`src/design/byte_range_sector_burst_splitter_top_macros.svh`:
```
// Assertion macros used by the splitter controller.
`ifndef BYTE_RANGE_SECTOR_BURST_SPLITTER_TOP_MACROS_SVH
`define BYTE_RANGE_SECTOR_BURST_SPLITTER_TOP_MACROS_SVH

// Consequent checked in the same cycle as the antecedent.
`define BRSS_ASSERT_NOW(label, clk, rst, ante, cons, msg) \
   label: assert property (@(posedge clk) disable iff (rst) (ante) |-> (cons)) \
      else $error(msg);

// Consequent checked in the cycle after the antecedent.
`define BRSS_ASSERT_NEXT(label, clk, rst, ante, cons, msg) \
   label: assert property (@(posedge clk) disable iff (rst) (ante) |=> (cons)) \
      else $error(msg);

`endif

```
`src/design/brss_pkg.sv`:
```
// Shared widths, codes and controller/datapath interface types for the splitter.
package brss_pkg;

   localparam int POS_W     = 41;
   localparam int LEN_W     = 32;
   localparam int SEC_W     = 32;
   localparam int CNT_W     = 16;
   localparam int SKIP_W    = 16;
   localparam int SS_W      = 17;
   localparam int OFS_W     = 32;
   localparam int CSR_IDX_W = 2;
   localparam int CSR_DAT_W = 32;
   localparam int DIV_W     = 42;
   localparam int STEP_W    = 5;

   localparam logic [CSR_IDX_W-1:0] CSR_SECTOR_SIZE = 2'd0;
   localparam logic [CSR_IDX_W-1:0] CSR_BURST_LIMIT = 2'd1;
   localparam logic [CSR_IDX_W-1:0] CSR_PART_OFFSET = 2'd2;

   localparam logic [SS_W-1:0]  SS_MAX    = 17'd65536;
   localparam logic [SS_W-1:0]  SS_RESET  = 17'd512;
   localparam logic [CNT_W-1:0] BL_RESET  = 16'd128;
   localparam logic [SS_W-1:0]  COPY_MAX  = 17'h1FFFF;

   typedef logic [1:0] div_op_type;

   localparam div_op_type DIV_OP_POS = 2'd0;
   localparam div_op_type DIV_OP_TOT = 2'd1;
   localparam div_op_type DIV_OP_CAP = 2'd2;

   typedef struct packed {
      logic       load_req;
      logic       div_start;
      div_op_type div_op;
      logic       save_pos;
      logic       save_tot;
      logic       save_cap;
      logic       calc;
      logic       emit_ok;
      logic       emit_err;
   } brss_cmd_type;

   typedef struct packed {
      logic div_busy;
      logic len_zero;
      logic bad;
      logic last_burst;
      logic out_free;
   } brss_sts_type;

endpackage

```
`src/design/brss_div.sv`:
```
// Iterative unsigned divider, two quotient bits per cycle, left-aligned dividend.
module brss_div import brss_pkg::*; (
   input  logic              clock,
   input  logic              reset,
   input  logic              start,
   input  logic [STEP_W-1:0] steps,
   input  logic [DIV_W-1:0]  dividend,
   input  logic [SS_W-1:0]   divisor,
   output logic              busy,
   output logic [DIV_W-1:0]  quotient,
   output logic [SKIP_W-1:0] remainder
);

   logic [DIV_W-1:0]  q_ff, q_in;
   logic [SKIP_W-1:0] r_ff, r_in;
   logic [STEP_W-1:0] cnt_ff, cnt_in;
   logic              busy_ff, busy_in;

   logic [SS_W-1:0] t1, t2, r1, r2;
   logic            ge1, ge2;

   always_comb begin
      t1  = {r_ff, q_ff[DIV_W-1]};
      ge1 = (t1 >= divisor);
      r1  = ge1 ? (t1 - divisor) : t1;
      t2  = {r1[SKIP_W-1:0], q_ff[DIV_W-2]};
      ge2 = (t2 >= divisor);
      r2  = ge2 ? (t2 - divisor) : t2;
   end

   always_comb begin
      q_in    = q_ff;
      r_in    = r_ff;
      cnt_in  = cnt_ff;
      busy_in = busy_ff;
      if (start) begin
         q_in    = dividend;
         r_in    = '0;
         cnt_in  = steps;
         busy_in = 1'b1;
      end else if (busy_ff) begin
         q_in   = {q_ff[DIV_W-3:0], ge1, ge2};
         r_in   = r2[SKIP_W-1:0];
         cnt_in = cnt_ff - STEP_W'(1);
         if (cnt_ff == STEP_W'(1)) begin
            busy_in = 1'b0;
         end
      end
   end

   always_ff @(posedge clock) begin
      if (reset) begin
         busy_ff <= 1'b0;
         cnt_ff  <= '0;
      end else begin
         busy_ff <= busy_in;
         cnt_ff  <= cnt_in;
      end
   end

   always_ff @(posedge clock) begin
      q_ff <= q_in;
      r_ff <= r_in;
   end

   assign busy      = busy_ff;
   assign quotient  = q_ff;
   assign remainder = r_ff;

endmodule

```
`src/design/brss_dp.sv`:
```
// Splitter datapath: config registers, divider, burst arithmetic and output word register.
module brss_dp import brss_pkg::*; #(
   parameter int MAX_REQUEST_BYTES = 65536,
   parameter int MAX_BURSTS        = 64
) (
   input  logic                 clock,
   input  logic                 reset,
   input  brss_cmd_type         cmd,
   output brss_sts_type         sts,
   input  logic [POS_W-1:0]     req_start_position,
   input  logic [LEN_W-1:0]     req_length,
   output logic                 rsp_valid,
   input  logic                 rsp_ready,
   output logic [SEC_W-1:0]     rsp_sector,
   output logic [CNT_W-1:0]     rsp_burst_sectors,
   output logic [SKIP_W-1:0]    rsp_skip_bytes,
   output logic [SS_W-1:0]      rsp_copy_bytes,
   output logic                 rsp_status,
   output logic                 rsp_last,
   input  logic                 csr_valid,
   output logic                 csr_ready,
   input  logic [CSR_IDX_W-1:0] csr_index,
   input  logic [CSR_DAT_W-1:0] csr_wdata
);

   localparam int MRB_W      = $clog2(MAX_REQUEST_BYTES + 1);
   localparam int CAP_STEPS  = (MRB_W + 1) / 2;
   localparam int CAP_SHIFT  = DIV_W - 2 * CAP_STEPS;
   localparam int LIM_W      = CNT_W + $clog2(MAX_BURSTS + 1);
   localparam int POS_STEPS  = DIV_W / 2;
   localparam int TOT_W      = SKIP_W + 17;
   localparam int TOT_STEPS  = 17;
   localparam logic [DIV_W-1:0] CAP_DIVIDEND = DIV_W'(MAX_REQUEST_BYTES) << CAP_SHIFT;

   // config registers
   logic [SS_W-1:0]  ss_cfg_ff, ss_cfg_in;
   logic [CNT_W-1:0] bl_cfg_ff, bl_cfg_in;
   logic [OFS_W-1:0] po_cfg_ff, po_cfg_in;

   always_comb begin
      ss_cfg_in = ss_cfg_ff;
      bl_cfg_in = bl_cfg_ff;
      po_cfg_in = po_cfg_ff;
      if (csr_valid) begin
         case (csr_index)
            CSR_SECTOR_SIZE: ss_cfg_in = csr_wdata[SS_W-1:0];
            CSR_BURST_LIMIT: bl_cfg_in = csr_wdata[CNT_W-1:0];
            CSR_PART_OFFSET: po_cfg_in = csr_wdata[OFS_W-1:0];
            default: ;
         endcase
      end
   end

   always_ff @(posedge clock) begin
      if (reset) begin
         ss_cfg_ff <= SS_RESET;
         bl_cfg_ff <= BL_RESET;
         po_cfg_ff <= '0;
      end else begin
         ss_cfg_ff <= ss_cfg_in;
         bl_cfg_ff <= bl_cfg_in;
         po_cfg_ff <= po_cfg_in;
      end
   end

   assign csr_ready = 1'b1;

   logic [SS_W-1:0]  ss_eff;
   logic [CNT_W-1:0] bl_eff;

   always_comb begin
      if (ss_cfg_ff == '0) begin
         ss_eff = SS_W'(1);
      end else if (ss_cfg_ff > SS_MAX) begin
         ss_eff = SS_MAX;
      end else begin
         ss_eff = ss_cfg_ff;
      end
      bl_eff = (bl_cfg_ff == '0) ? CNT_W'(1) : bl_cfg_ff;
   end

   // request state
   logic [LEN_W-1:0]  len_ff, len_in;
   logic [LEN_W-1:0]  bytes_left_ff, bytes_left_in;
   logic [SKIP_W-1:0] skip_ff, skip_in;
   logic [SEC_W-1:0]  next_sector_ff, next_sector_in;
   logic [SEC_W-1:0]  sectors_left_ff, sectors_left_in;
   logic [CNT_W-1:0]  cap_ff, cap_in;
   logic [CNT_W-1:0]  cnt_ff, cnt_in;
   logic [MRB_W-1:0]  prod_ff, prod_in;

   // divider
   logic [DIV_W-1:0]  div_dividend, div_quo;
   logic [STEP_W-1:0] div_steps;
   logic [SKIP_W-1:0] div_rem;
   logic              div_busy;
   logic [DIV_W-1:0]  abs_pos;
   logic [TOT_W-1:0]  tot_sum;

   assign abs_pos = {1'b0, req_start_position} + {1'b0, po_cfg_ff, 9'b0};
   assign tot_sum = TOT_W'(div_rem) + TOT_W'(len_ff) + TOT_W'(ss_eff) - TOT_W'(1);

   always_comb begin
      case (cmd.div_op)
         DIV_OP_POS: begin
            div_dividend = abs_pos;
            div_steps    = STEP_W'(POS_STEPS);
         end
         DIV_OP_TOT: begin
            div_dividend = {1'b0, tot_sum, 8'b0};
            div_steps    = STEP_W'(TOT_STEPS);
         end
         DIV_OP_CAP: begin
            div_dividend = CAP_DIVIDEND;
            div_steps    = STEP_W'(CAP_STEPS);
         end
         default: begin
            div_dividend = abs_pos;
            div_steps    = STEP_W'(POS_STEPS);
         end
      endcase
   end

   brss_div u_div (
      .clock     (clock),
      .reset     (reset),
      .start     (cmd.div_start),
      .steps     (div_steps),
      .dividend  (div_dividend),
      .divisor   (ss_eff),
      .busy      (div_busy),
      .quotient  (div_quo),
      .remainder (div_rem)
   );

   // burst arithmetic
   logic [MRB_W-1:0]      q_cap;
   logic [LIM_W-1:0]      lim;
   logic [CNT_W+SS_W-1:0] prod_full;
   logic [MRB_W-1:0]      copy_raw, copy_clip;
   logic [SS_W-1:0]       copy_out;

   assign q_cap = div_quo[MRB_W-1:0];
   assign lim   = LIM_W'(cap_ff) * LIM_W'(MAX_BURSTS);

   always_comb begin
      cnt_in    = (sectors_left_ff < SEC_W'(cap_ff)) ? sectors_left_ff[CNT_W-1:0] : cap_ff;
      prod_full = cnt_in * ss_eff;
      prod_in   = prod_full[MRB_W-1:0];
      cap_in    = (32'(q_cap) < 32'(bl_eff)) ? CNT_W'(q_cap) : bl_eff;
      copy_raw  = prod_ff - MRB_W'(skip_ff);
      copy_clip = (LEN_W'(copy_raw) > bytes_left_ff) ? MRB_W'(bytes_left_ff) : copy_raw;
      copy_out  = (32'(copy_clip) > 32'(COPY_MAX)) ? COPY_MAX : SS_W'(copy_clip);
   end

   always_comb begin
      len_in          = len_ff;
      bytes_left_in   = bytes_left_ff;
      skip_in         = skip_ff;
      next_sector_in  = next_sector_ff;
      sectors_left_in = sectors_left_ff;
      if (cmd.load_req) begin
         len_in        = req_length;
         bytes_left_in = req_length;
      end
      if (cmd.save_pos) begin
         skip_in        = div_rem;
         next_sector_in = div_quo[SEC_W-1:0];
      end
      if (cmd.save_tot) begin
         sectors_left_in = div_quo[SEC_W-1:0];
      end
      if (cmd.emit_ok) begin
         bytes_left_in   = bytes_left_ff - LEN_W'(copy_clip);
         skip_in         = '0;
         next_sector_in  = next_sector_ff + SEC_W'(cnt_ff);
         sectors_left_in = sectors_left_ff - SEC_W'(cnt_ff);
      end
   end

   always_ff @(posedge clock) begin
      len_ff          <= len_in;
      bytes_left_ff   <= bytes_left_in;
      skip_ff         <= skip_in;
      next_sector_ff  <= next_sector_in;
      sectors_left_ff <= sectors_left_in;
      if (cmd.save_cap) begin
         cap_ff <= cap_in;
      end
      if (cmd.calc) begin
         cnt_ff  <= cnt_in;
         prod_ff <= prod_in;
      end
   end

   // output word register
   logic rsp_valid_ff, rsp_valid_in;
   logic [SEC_W-1:0]  sector_ff;
   logic [CNT_W-1:0]  burst_ff;
   logic [SKIP_W-1:0] skip_out_ff;
   logic [SS_W-1:0]   copy_ff;
   logic              status_ff, last_ff;

   always_comb begin
      if (cmd.emit_ok || cmd.emit_err) begin
         rsp_valid_in = 1'b1;
      end else if (rsp_ready) begin
         rsp_valid_in = 1'b0;
      end else begin
         rsp_valid_in = rsp_valid_ff;
      end
   end

   always_ff @(posedge clock) begin
      if (reset) begin
         rsp_valid_ff <= 1'b0;
      end else begin
         rsp_valid_ff <= rsp_valid_in;
      end
   end

   always_ff @(posedge clock) begin
      if (cmd.emit_ok) begin
         sector_ff   <= next_sector_ff;
         burst_ff    <= cnt_ff;
         skip_out_ff <= skip_ff;
         copy_ff     <= copy_out;
         status_ff   <= 1'b0;
         last_ff     <= sts.last_burst;
      end else if (cmd.emit_err) begin
         sector_ff   <= '0;
         burst_ff    <= '0;
         skip_out_ff <= '0;
         copy_ff     <= '0;
         status_ff   <= 1'b1;
         last_ff     <= 1'b1;
      end
   end

   assign rsp_valid         = rsp_valid_ff;
   assign rsp_sector        = sector_ff;
   assign rsp_burst_sectors = burst_ff;
   assign rsp_skip_bytes    = skip_out_ff;
   assign rsp_copy_bytes    = copy_ff;
   assign rsp_status        = status_ff;
   assign rsp_last          = last_ff;

   // status to controller
   assign sts.div_busy   = div_busy;
   assign sts.len_zero   = (req_length == '0);
   assign sts.bad        = (cap_ff == '0) || (sectors_left_ff > SEC_W'(lim));
   assign sts.last_burst = (sectors_left_ff == SEC_W'(cnt_ff));
   assign sts.out_free   = !rsp_valid_ff || rsp_ready;

endmodule

```
`src/design/brss_ctrl.sv`:
```
// Splitter controller: sequences the divides, the limit check and the burst or error words.
`include "byte_range_sector_burst_splitter_top_macros.svh"
module brss_ctrl import brss_pkg::*; (
   input  logic         clock,
   input  logic         reset,
   input  logic         req_valid,
   output logic         req_ready,
   input  brss_sts_type sts,
   output brss_cmd_type cmd
);

   localparam logic [2:0] ST_IDLE  = 3'd0;
   localparam logic [2:0] ST_DIVP  = 3'd1;
   localparam logic [2:0] ST_DIVT  = 3'd2;
   localparam logic [2:0] ST_DIVC  = 3'd3;
   localparam logic [2:0] ST_CHECK = 3'd4;
   localparam logic [2:0] ST_ERR   = 3'd5;
   localparam logic [2:0] ST_CALC  = 3'd6;
   localparam logic [2:0] ST_EMIT  = 3'd7;

   logic [2:0] state_ff, state_in;

   assign req_ready = (state_ff == ST_IDLE);

   always_comb begin
      cmd      = '0;
      state_in = state_ff;
      case (state_ff)
         ST_IDLE: begin
            if (req_valid && !sts.len_zero) begin
               cmd.load_req  = 1'b1;
               cmd.div_start = 1'b1;
               cmd.div_op    = DIV_OP_POS;
               state_in      = ST_DIVP;
            end
         end
         ST_DIVP: begin
            if (!sts.div_busy) begin
               cmd.save_pos  = 1'b1;
               cmd.div_start = 1'b1;
               cmd.div_op    = DIV_OP_TOT;
               state_in      = ST_DIVT;
            end
         end
         ST_DIVT: begin
            if (!sts.div_busy) begin
               cmd.save_tot  = 1'b1;
               cmd.div_start = 1'b1;
               cmd.div_op    = DIV_OP_CAP;
               state_in      = ST_DIVC;
            end
         end
         ST_DIVC: begin
            if (!sts.div_busy) begin
               cmd.save_cap = 1'b1;
               state_in     = ST_CHECK;
            end
         end
         ST_CHECK: begin
            state_in = sts.bad ? ST_ERR : ST_CALC;
         end
         ST_ERR: begin
            if (sts.out_free) begin
               cmd.emit_err = 1'b1;
               state_in     = ST_IDLE;
            end
         end
         ST_CALC: begin
            cmd.calc = 1'b1;
            state_in = ST_EMIT;
         end
         ST_EMIT: begin
            if (sts.out_free) begin
               cmd.emit_ok = 1'b1;
               state_in    = sts.last_burst ? ST_IDLE : ST_CALC;
            end
         end
         default: begin
            state_in = ST_IDLE;
         end
      endcase
   end

   always_ff @(posedge clock) begin
      if (reset) begin
         state_ff <= ST_IDLE;
      end else begin
         state_ff <= state_in;
      end
   end

   `BRSS_ASSERT_NOW(a_start_idle_div, clock, reset, cmd.div_start, !sts.div_busy, "divider restarted while busy")
   `BRSS_ASSERT_NEXT(a_accept_divides, clock, reset, req_valid && req_ready && !sts.len_zero, sts.div_busy, "accepted request did not start divide")
   `BRSS_ASSERT_NEXT(a_last_to_idle, clock, reset, cmd.emit_ok && sts.last_burst, state_ff == ST_IDLE, "last burst word did not return to idle")
   `BRSS_ASSERT_NEXT(a_err_to_idle, clock, reset, cmd.emit_err, state_ff == ST_IDLE, "error word did not return to idle")

endmodule

```
`src/design/byte_range_sector_burst_splitter_top.sv`:
```
// Top level of the byte-range sector burst splitter.
//
// Request channel (req_*): one byte-range read, start position and length. A zero
// length is accepted and produces no word. Response channel (rsp_*): one word per
// sector burst with sector, sector count, skip bytes, copy bytes, status and last;
// a request needing too many bursts (or no burst fitting) gives one error word.
// Config channel (csr_*): index 0 sector size, 1 burst limit, 2 partition offset;
// always ready, write only while no request is in flight.
// One request is handled at a time. After acceptance the shared divider, two
// quotient bits per cycle, runs three divides in turn: the position, the sector
// total and the burst cap. The limit check then leads either to one error word
// or to the burst words, each prepared and then emitted, and the input stays
// held until the last word is emitted.
// A new request is taken as soon as the last word sits in the output register.
// If the receiver stalls, the word is held and bursting pauses until it is taken.
// Reset (synchronous) returns config to sector size 512, burst limit 128,
// offset 0, and empties the control path.
module byte_range_sector_burst_splitter_top import brss_pkg::*; #(
   parameter int MAX_REQUEST_BYTES = 65536,
   parameter int MAX_BURSTS        = 64
) (
   input  logic                 clock,
   input  logic                 reset,
   input  logic                 req_valid,
   output logic                 req_ready,
   input  logic [POS_W-1:0]     req_start_position,
   input  logic [LEN_W-1:0]     req_length,
   output logic                 rsp_valid,
   input  logic                 rsp_ready,
   output logic [SEC_W-1:0]     rsp_sector,
   output logic [CNT_W-1:0]     rsp_burst_sectors,
   output logic [SKIP_W-1:0]    rsp_skip_bytes,
   output logic [SS_W-1:0]      rsp_copy_bytes,
   output logic                 rsp_status,
   output logic                 rsp_last,
   input  logic                 csr_valid,
   output logic                 csr_ready,
   input  logic [CSR_IDX_W-1:0] csr_index,
   input  logic [CSR_DAT_W-1:0] csr_wdata
);

   brss_cmd_type cmd;
   brss_sts_type sts;

   brss_ctrl u_ctrl (
      .clock     (clock),
      .reset     (reset),
      .req_valid (req_valid),
      .req_ready (req_ready),
      .sts       (sts),
      .cmd       (cmd)
   );

   brss_dp #(
      .MAX_REQUEST_BYTES (MAX_REQUEST_BYTES),
      .MAX_BURSTS        (MAX_BURSTS)
   ) u_dp (
      .clock              (clock),
      .reset              (reset),
      .cmd                (cmd),
      .sts                (sts),
      .req_start_position (req_start_position),
      .req_length         (req_length),
      .rsp_valid          (rsp_valid),
      .rsp_ready          (rsp_ready),
      .rsp_sector         (rsp_sector),
      .rsp_burst_sectors  (rsp_burst_sectors),
      .rsp_skip_bytes     (rsp_skip_bytes),
      .rsp_copy_bytes     (rsp_copy_bytes),
      .rsp_status         (rsp_status),
      .rsp_last           (rsp_last),
      .csr_valid          (csr_valid),
      .csr_ready          (csr_ready),
      .csr_index          (csr_index),
      .csr_wdata          (csr_wdata)
   );

endmodule

```
`config.mk`:
```
export PLATFORM = sky130hd
export DESIGN_NAME = byte_range_sector_burst_splitter_top
export DESIGN_NICKNAME = d
export VERILOG_FILES = /design/src/design/brss_pkg.sv /design/src/design/brss_div.sv /design/src/design/brss_dp.sv /design/src/design/brss_ctrl.sv /design/src/design/byte_range_sector_burst_splitter_top.sv
export VERILOG_INCLUDE_DIRS = /design/src /design/src/design
export SDC_FILE = /design/constraint.sdc
export NUM_CORES = 2
export LEC_CHECK = 0
export ABC_AREA = 1
export BUFFER_PORTS_ARGS = -buffer_cell sky130_fd_sc_hd__buf_2
export CAP_MARGIN = 20
export CORE_UTILIZATION = 45
export CTS_BUF_LIST = sky130_fd_sc_hd__clkbuf_8
export DETAILED_ROUTE_END_ITERATION = 12
export PLACE_DENSITY = 0.67
export SLEW_MARGIN = 20
export SYNTH_ARGS = -nofsm -noshare
export SYNTH_HDL_FRONTEND = slang
export SYNTH_SLANG_ARGS = --single-unit
```
`constraint.sdc`:
```
create_clock -name clock -period 9.5 [get_ports clock]
set_input_delay 0.95 -clock clock [delete_from_list [all_inputs] [get_ports clock]]
set_output_delay 0.95 -clock clock [all_outputs]
set_load 0.005 [all_outputs]
```
==> impl_results.md <==
- Post-synth top area cell: sky130_fd_sc_hd__edfxtp_1
- Clock transition at the registers of the reported paths: 60 ps
- Share of final-layout standard cells stronger than drive strength 1: 9.63%
- Slack of the worst reg-to-reg path: 1890 ps
- H-tree depth: 3
- Combinational Power Share: 52.5%
- Power after layout: 0.00921 W
- Reg2Reg Launch Point: u_dp.cap_ff[5]
- Async set-or-reset flop fraction in the synthesized netlist: 0%
- Sw Share: 46.0%
- Areal power density over the cells: 259 mW/mm^2
- Overall global routing resource usage: 28.3%
- HP Class: reg -> reg
- Number of antenna violations at the first check in global routing: 4
- Number of global-route vias before repair: 26,900
- Number of nets produced by synthesis: 4,519
- Mean cell area of the mapped netlist: 8.03 sq um
- Clk buf depth: 3
- Total detailed-routing wirelength: 101,000 um
- Total DRC errors in the routed layout: 0
- Placeable core region: 0.0701 sq mm
- CP Launch Type: register
- Clock sink total: 409
- Proportion of power drawn by the clock network: 19.3%
- Total Die Area: 0.0720 sq mm
- Floorplan die width: 268 um
- DRT iter0 DRCs: 2,428
- Distinct cell type count of the synthesized netlist: 60
- Delay of the slowest critical-path stage: 530 ps
- Clock buffer count from CTS: 77
- Final Skew: 40.8 ps
- MaxCap Viol Count: 0
- Slew headroom: 31.7%
- Nets@finish: 4,737
- Number of cell rows: 97
- Share of the yosys chip area belonging to registers: 35.1%
- Type of destination of the critical path: register
- Largest delay contributor family on the critical path: adder cells
- First-pass GRT wire length: 154,000 um
- Top FF cell, synth: sky130_fd_sc_hd__edfxtp_1
- Number of gates resized after cts: 0
- Share of power burned in registers: 28.3%
- Period utilization: 80.1%
- Number of synthesized flops with an enable pin: 301
- Final TNS setup: 0 ps
- Arrival time at the worst endpoint: 8040 ps
- Terminating pin of the worst hold path: u_dp.po_cfg_ff[27]
- Reg-to-reg endpoint: u_dp.prod_ff[16]
- Static leakage power: 16.5 nW
- Pre-CTS WS: 1900 ps
- Initial cell density of the core: 45.5%
- Number of optimization iterations in the first detailed-route pass: 6
- Area of the multi-input gates: 0.0178 sq mm
- Library cell with the highest instance count after synthesis: sky130_fd_sc_hd__inv_1
- P&R area growth vs syn: 11.4%
- Antenna viol nets, final: 0
- Hold Fails Final Rpt: 0
- Synth warnings: 0
- Remaining Overflow, GRT: 0
- Count of endpoints failing setup in the final report: 0
- Top post-synthesis cells by area: sky130_fd_sc_hd__edfxtp_1, sky130_fd_sc_hd__ha_1, sky130_fd_sc_hd__inv_1
- Final WS setup: 1890 ps
- Port Buffer Count: 196
- Number of buffers inserted by hold repair at cts: 0
- Cell count of the worst reg-to-reg path: 33
- Buffer count from post-CTS setup fixing: 0
- Vias per std cell: 5.40
- Worst voltage drop across the vdd grid: 0.195 mV
- Combined flip-flop and latch cell area: 0.0112 sq mm
- Min cycle time layout: 7610 ps
- Filler cell count: 6,859
- Largest net degree at the start of global routing: 104
- Insertion delay of the later-clocked pin in the worst-skew pair: 690 ps
- Weighted congestion reported at the end of routability-driven placement: 0.998
- WL/cell: 19.5 um
- Cell repeated most along the worst path: sky130_fd_sc_hd__inv_1
- Critical path required time: 9930 ps
- Total buffers and inverters traversed by the critical path: 7
- TritonCTS clock tree: done
- Slowest CP cell: sky130_fd_sc_hd__fa_1
- Most frequent cells after synthesis: sky130_fd_sc_hd__inv_1, sky130_fd_sc_hd__nand2_1, sky130_fd_sc_hd__nor2_1
- Startpoint of the tightest hold check path: u_dp.po_cfg_ff[27]
- Area share of the largest cell type after synthesis: 28.3%
- Post-Syn Area: 0.0319 sq mm
- Maximum frequency from static timing analysis: 0.131 GHz
- Slew of the pin with the lowest slew margin: 1010 ps
- Instance count of the mapped netlist: 3,976
- Psw: 0.00423 W
- Result of the run: finished, final reports clean
- Final HPWL DP: 79,700 um
- #FFs+latches synth: 409
- Maximum fanout along the worst path: 31
- Cell depth of the worst min-delay path: 2
- Critical path class: reg -> reg
- Unrepaired setup endpoints after global routing: no
- Io pins: 198
- Post-Layout Inst Area: 0.0356 sq mm
- Power Internal: 0.00498 W
- Root Driver: sky130_fd_sc_hd__clkbuf_8
- Area after detailed placement: 0.0340 sq mm
- Height of the die: 268 um
- Count of vias placed by the detailed router: 28,100
- Slew Limit Fails: 0
[placed cells by master, fill, tap and decap left out, types with 5 or more instances in the layout]
cell,synthesis,routed
sky130_fd_sc_hd__inv_1,684,698
sky130_fd_sc_hd__nand2_1,671,667
sky130_fd_sc_hd__nor2_1,393,390
sky130_fd_sc_hd__o21ai_0,357,356
sky130_fd_sc_hd__a21oi_1,333,333
sky130_fd_sc_hd__ha_1,314,314
sky130_fd_sc_hd__edfxtp_1,301,301
sky130_fd_sc_hd__buf_2,1,196
sky130_fd_sc_hd__nand3_1,144,142
sky130_fd_sc_hd__fa_1,117,117
sky130_fd_sc_hd__dfxtp_1,108,108
sky130_fd_sc_hd__clkbuf_8,0,83
sky130_fd_sc_hd__xor2_1,71,71
sky130_fd_sc_hd__xnor2_1,48,48
sky130_fd_sc_hd__nor3_1,44,44
sky130_fd_sc_hd__a31oi_1,43,43
sky130_fd_sc_hd__nand4_1,40,40
sky130_fd_sc_hd__buf_4,1,35
sky130_fd_sc_hd__o22ai_1,24,24
sky130_fd_sc_hd__nor4_1,23,22
sky130_fd_sc_hd__clkinv_1,4,21
sky130_fd_sc_hd__clkinv_2,0,17
sky130_fd_sc_hd__nor2_2,14,16
sky130_fd_sc_hd__a21o_1,16,16
sky130_fd_sc_hd__nand3b_1,13,13
sky130_fd_sc_hd__nand2_2,10,12
sky130_fd_sc_hd__o211ai_1,12,12
sky130_fd_sc_hd__o21bai_1,10,10
sky130_fd_sc_hd__o21a_1,9,9
sky130_fd_sc_hd__or2_2,9,9
sky130_fd_sc_hd__o21ai_1,6,7
sky130_fd_sc_hd__o221ai_1,7,7
sky130_fd_sc_hd__nand3_2,4,6
sky130_fd_sc_hd__inv_2,4,5
sky130_fd_sc_hd__a221oi_1,5,5
sky130_fd_sc_hd__o21ai_2,5,5
sky130_fd_sc_hd__a211oi_1,5,5
sky130_fd_sc_hd__bufinv_16,0,5
[flip-flops by register name, summed over array words and instances, names as in the netlist]
name / count
u_dp.rsp_valid: 1
u_dp.u_div.remainder: 16
u_dp.cap_ff: 16
u_dp.next_sector_ff: 32
u_dp.sectors_left_ff: 32
u_dp.po_cfg_ff: 32
u_dp.prod_ff: 17
u_dp.bl_cfg_ff: 16
u_dp.u_div.quotient: 42
u_dp.cnt_ff: 16
u_dp.u_div.cnt_ff: 5
u_dp.u_div.busy: 1
u_dp.rsp_sector: 32
u_ctrl.state_ff: 3
u_dp.rsp_burst_sectors: 16
u_dp.len_ff: 32
u_dp.skip_ff: 16
u_dp.bytes_left_ff: 32
u_dp.rsp_skip_bytes: 16
u_dp.rsp_copy_bytes: 17
u_dp.rsp_last: 1
u_dp.ss_cfg_ff: 17
u_dp.rsp_status: 1
[worst reg2reg max path, delay by kind of cell (launching register included)]
family	cells	cell delay, ps
compound gates	6	1310
simple gates	12	1430
fa+ha+maj	8	3530
buf+inv	7	670
flops	1	420
[kinds of logic after synthesis]
family          share of synthesized area (%)
compound gates                           14.7
xor+xnor                                 3.26
fa+ha+maj                                19.6
buf+inv                                  9.34
flops                                    35.1
other cells                            0.0117
simple gates                             18.0
[stage by stage]
| step | cells | util (%) | hold slack, ps |
|---|---|---|---|
| floorplan | 3976 | - | 427 |
| global placement | 5054 | 48.5 | 438 |
| detailed placement | 5054 | 48.5 | 442 |
| CTS | 5196 | 50.7 | 444 |
| global route | 5198 | 50.7 | 461 |
| finish | 5198 | 50.7 | 446 |
[how the worst max path moves through the flow]
stage | slack [ps] | depth (start not counted) | start | end
final | 1890 | 33 | u_dp.cap_ff[5] | u_dp.prod_ff[16]
after detailed placement | 1900 | 33 | u_dp.cap_ff[5] | u_dp.prod_ff[16]
after global placement | 1990 | 33 | u_dp.cap_ff[5] | u_dp.prod_ff[16]
after global routing | 1300 | 44 | u_dp.prod_ff[0] | u_dp.bytes_left_ff[24]
after floorplan | 2660 | 37 | u_dp.sectors_left_ff[11] | u_dp.prod_ff[16]
after CTS | 1890 | 33 | u_dp.cap_ff[5] | u_dp.prod_ff[16]
[final cells by class]
type | instances | area share (%)
diodes | 1 | 0.00703
clock buffers | 83 | 3.21
clock inverters | 59 | 1.11
inverters | 692 | 7.30
multi-input cells | 2782 | 50.0
flip-flops and latches | 409 | 31.5
well taps | 940 | 3.31
repair buffers | 232 | 3.55
[metal layers]
metal	global-route usage [%]	share of wire, %	vias up
met3	6.56	9.1	205
met5	0	0.0089	-
met2	44.4	44	1101
met4	10.2	3.7	2
li1	-	-	13700
met1	37.9	43	13100
[power by group through the flow]
stage                     clock (W)  combinational [W]  sequential [W]
after floorplan                   0            0.00347         0.00250
after global placement            0            0.00468         0.00262
after detailed placement          0            0.00472         0.00263
after CTS                   0.00181            0.00476         0.00259
after global routing        0.00187            0.00542         0.00263
final                       0.00177            0.00483         0.00260
Power figures use the tool's default switching activity.
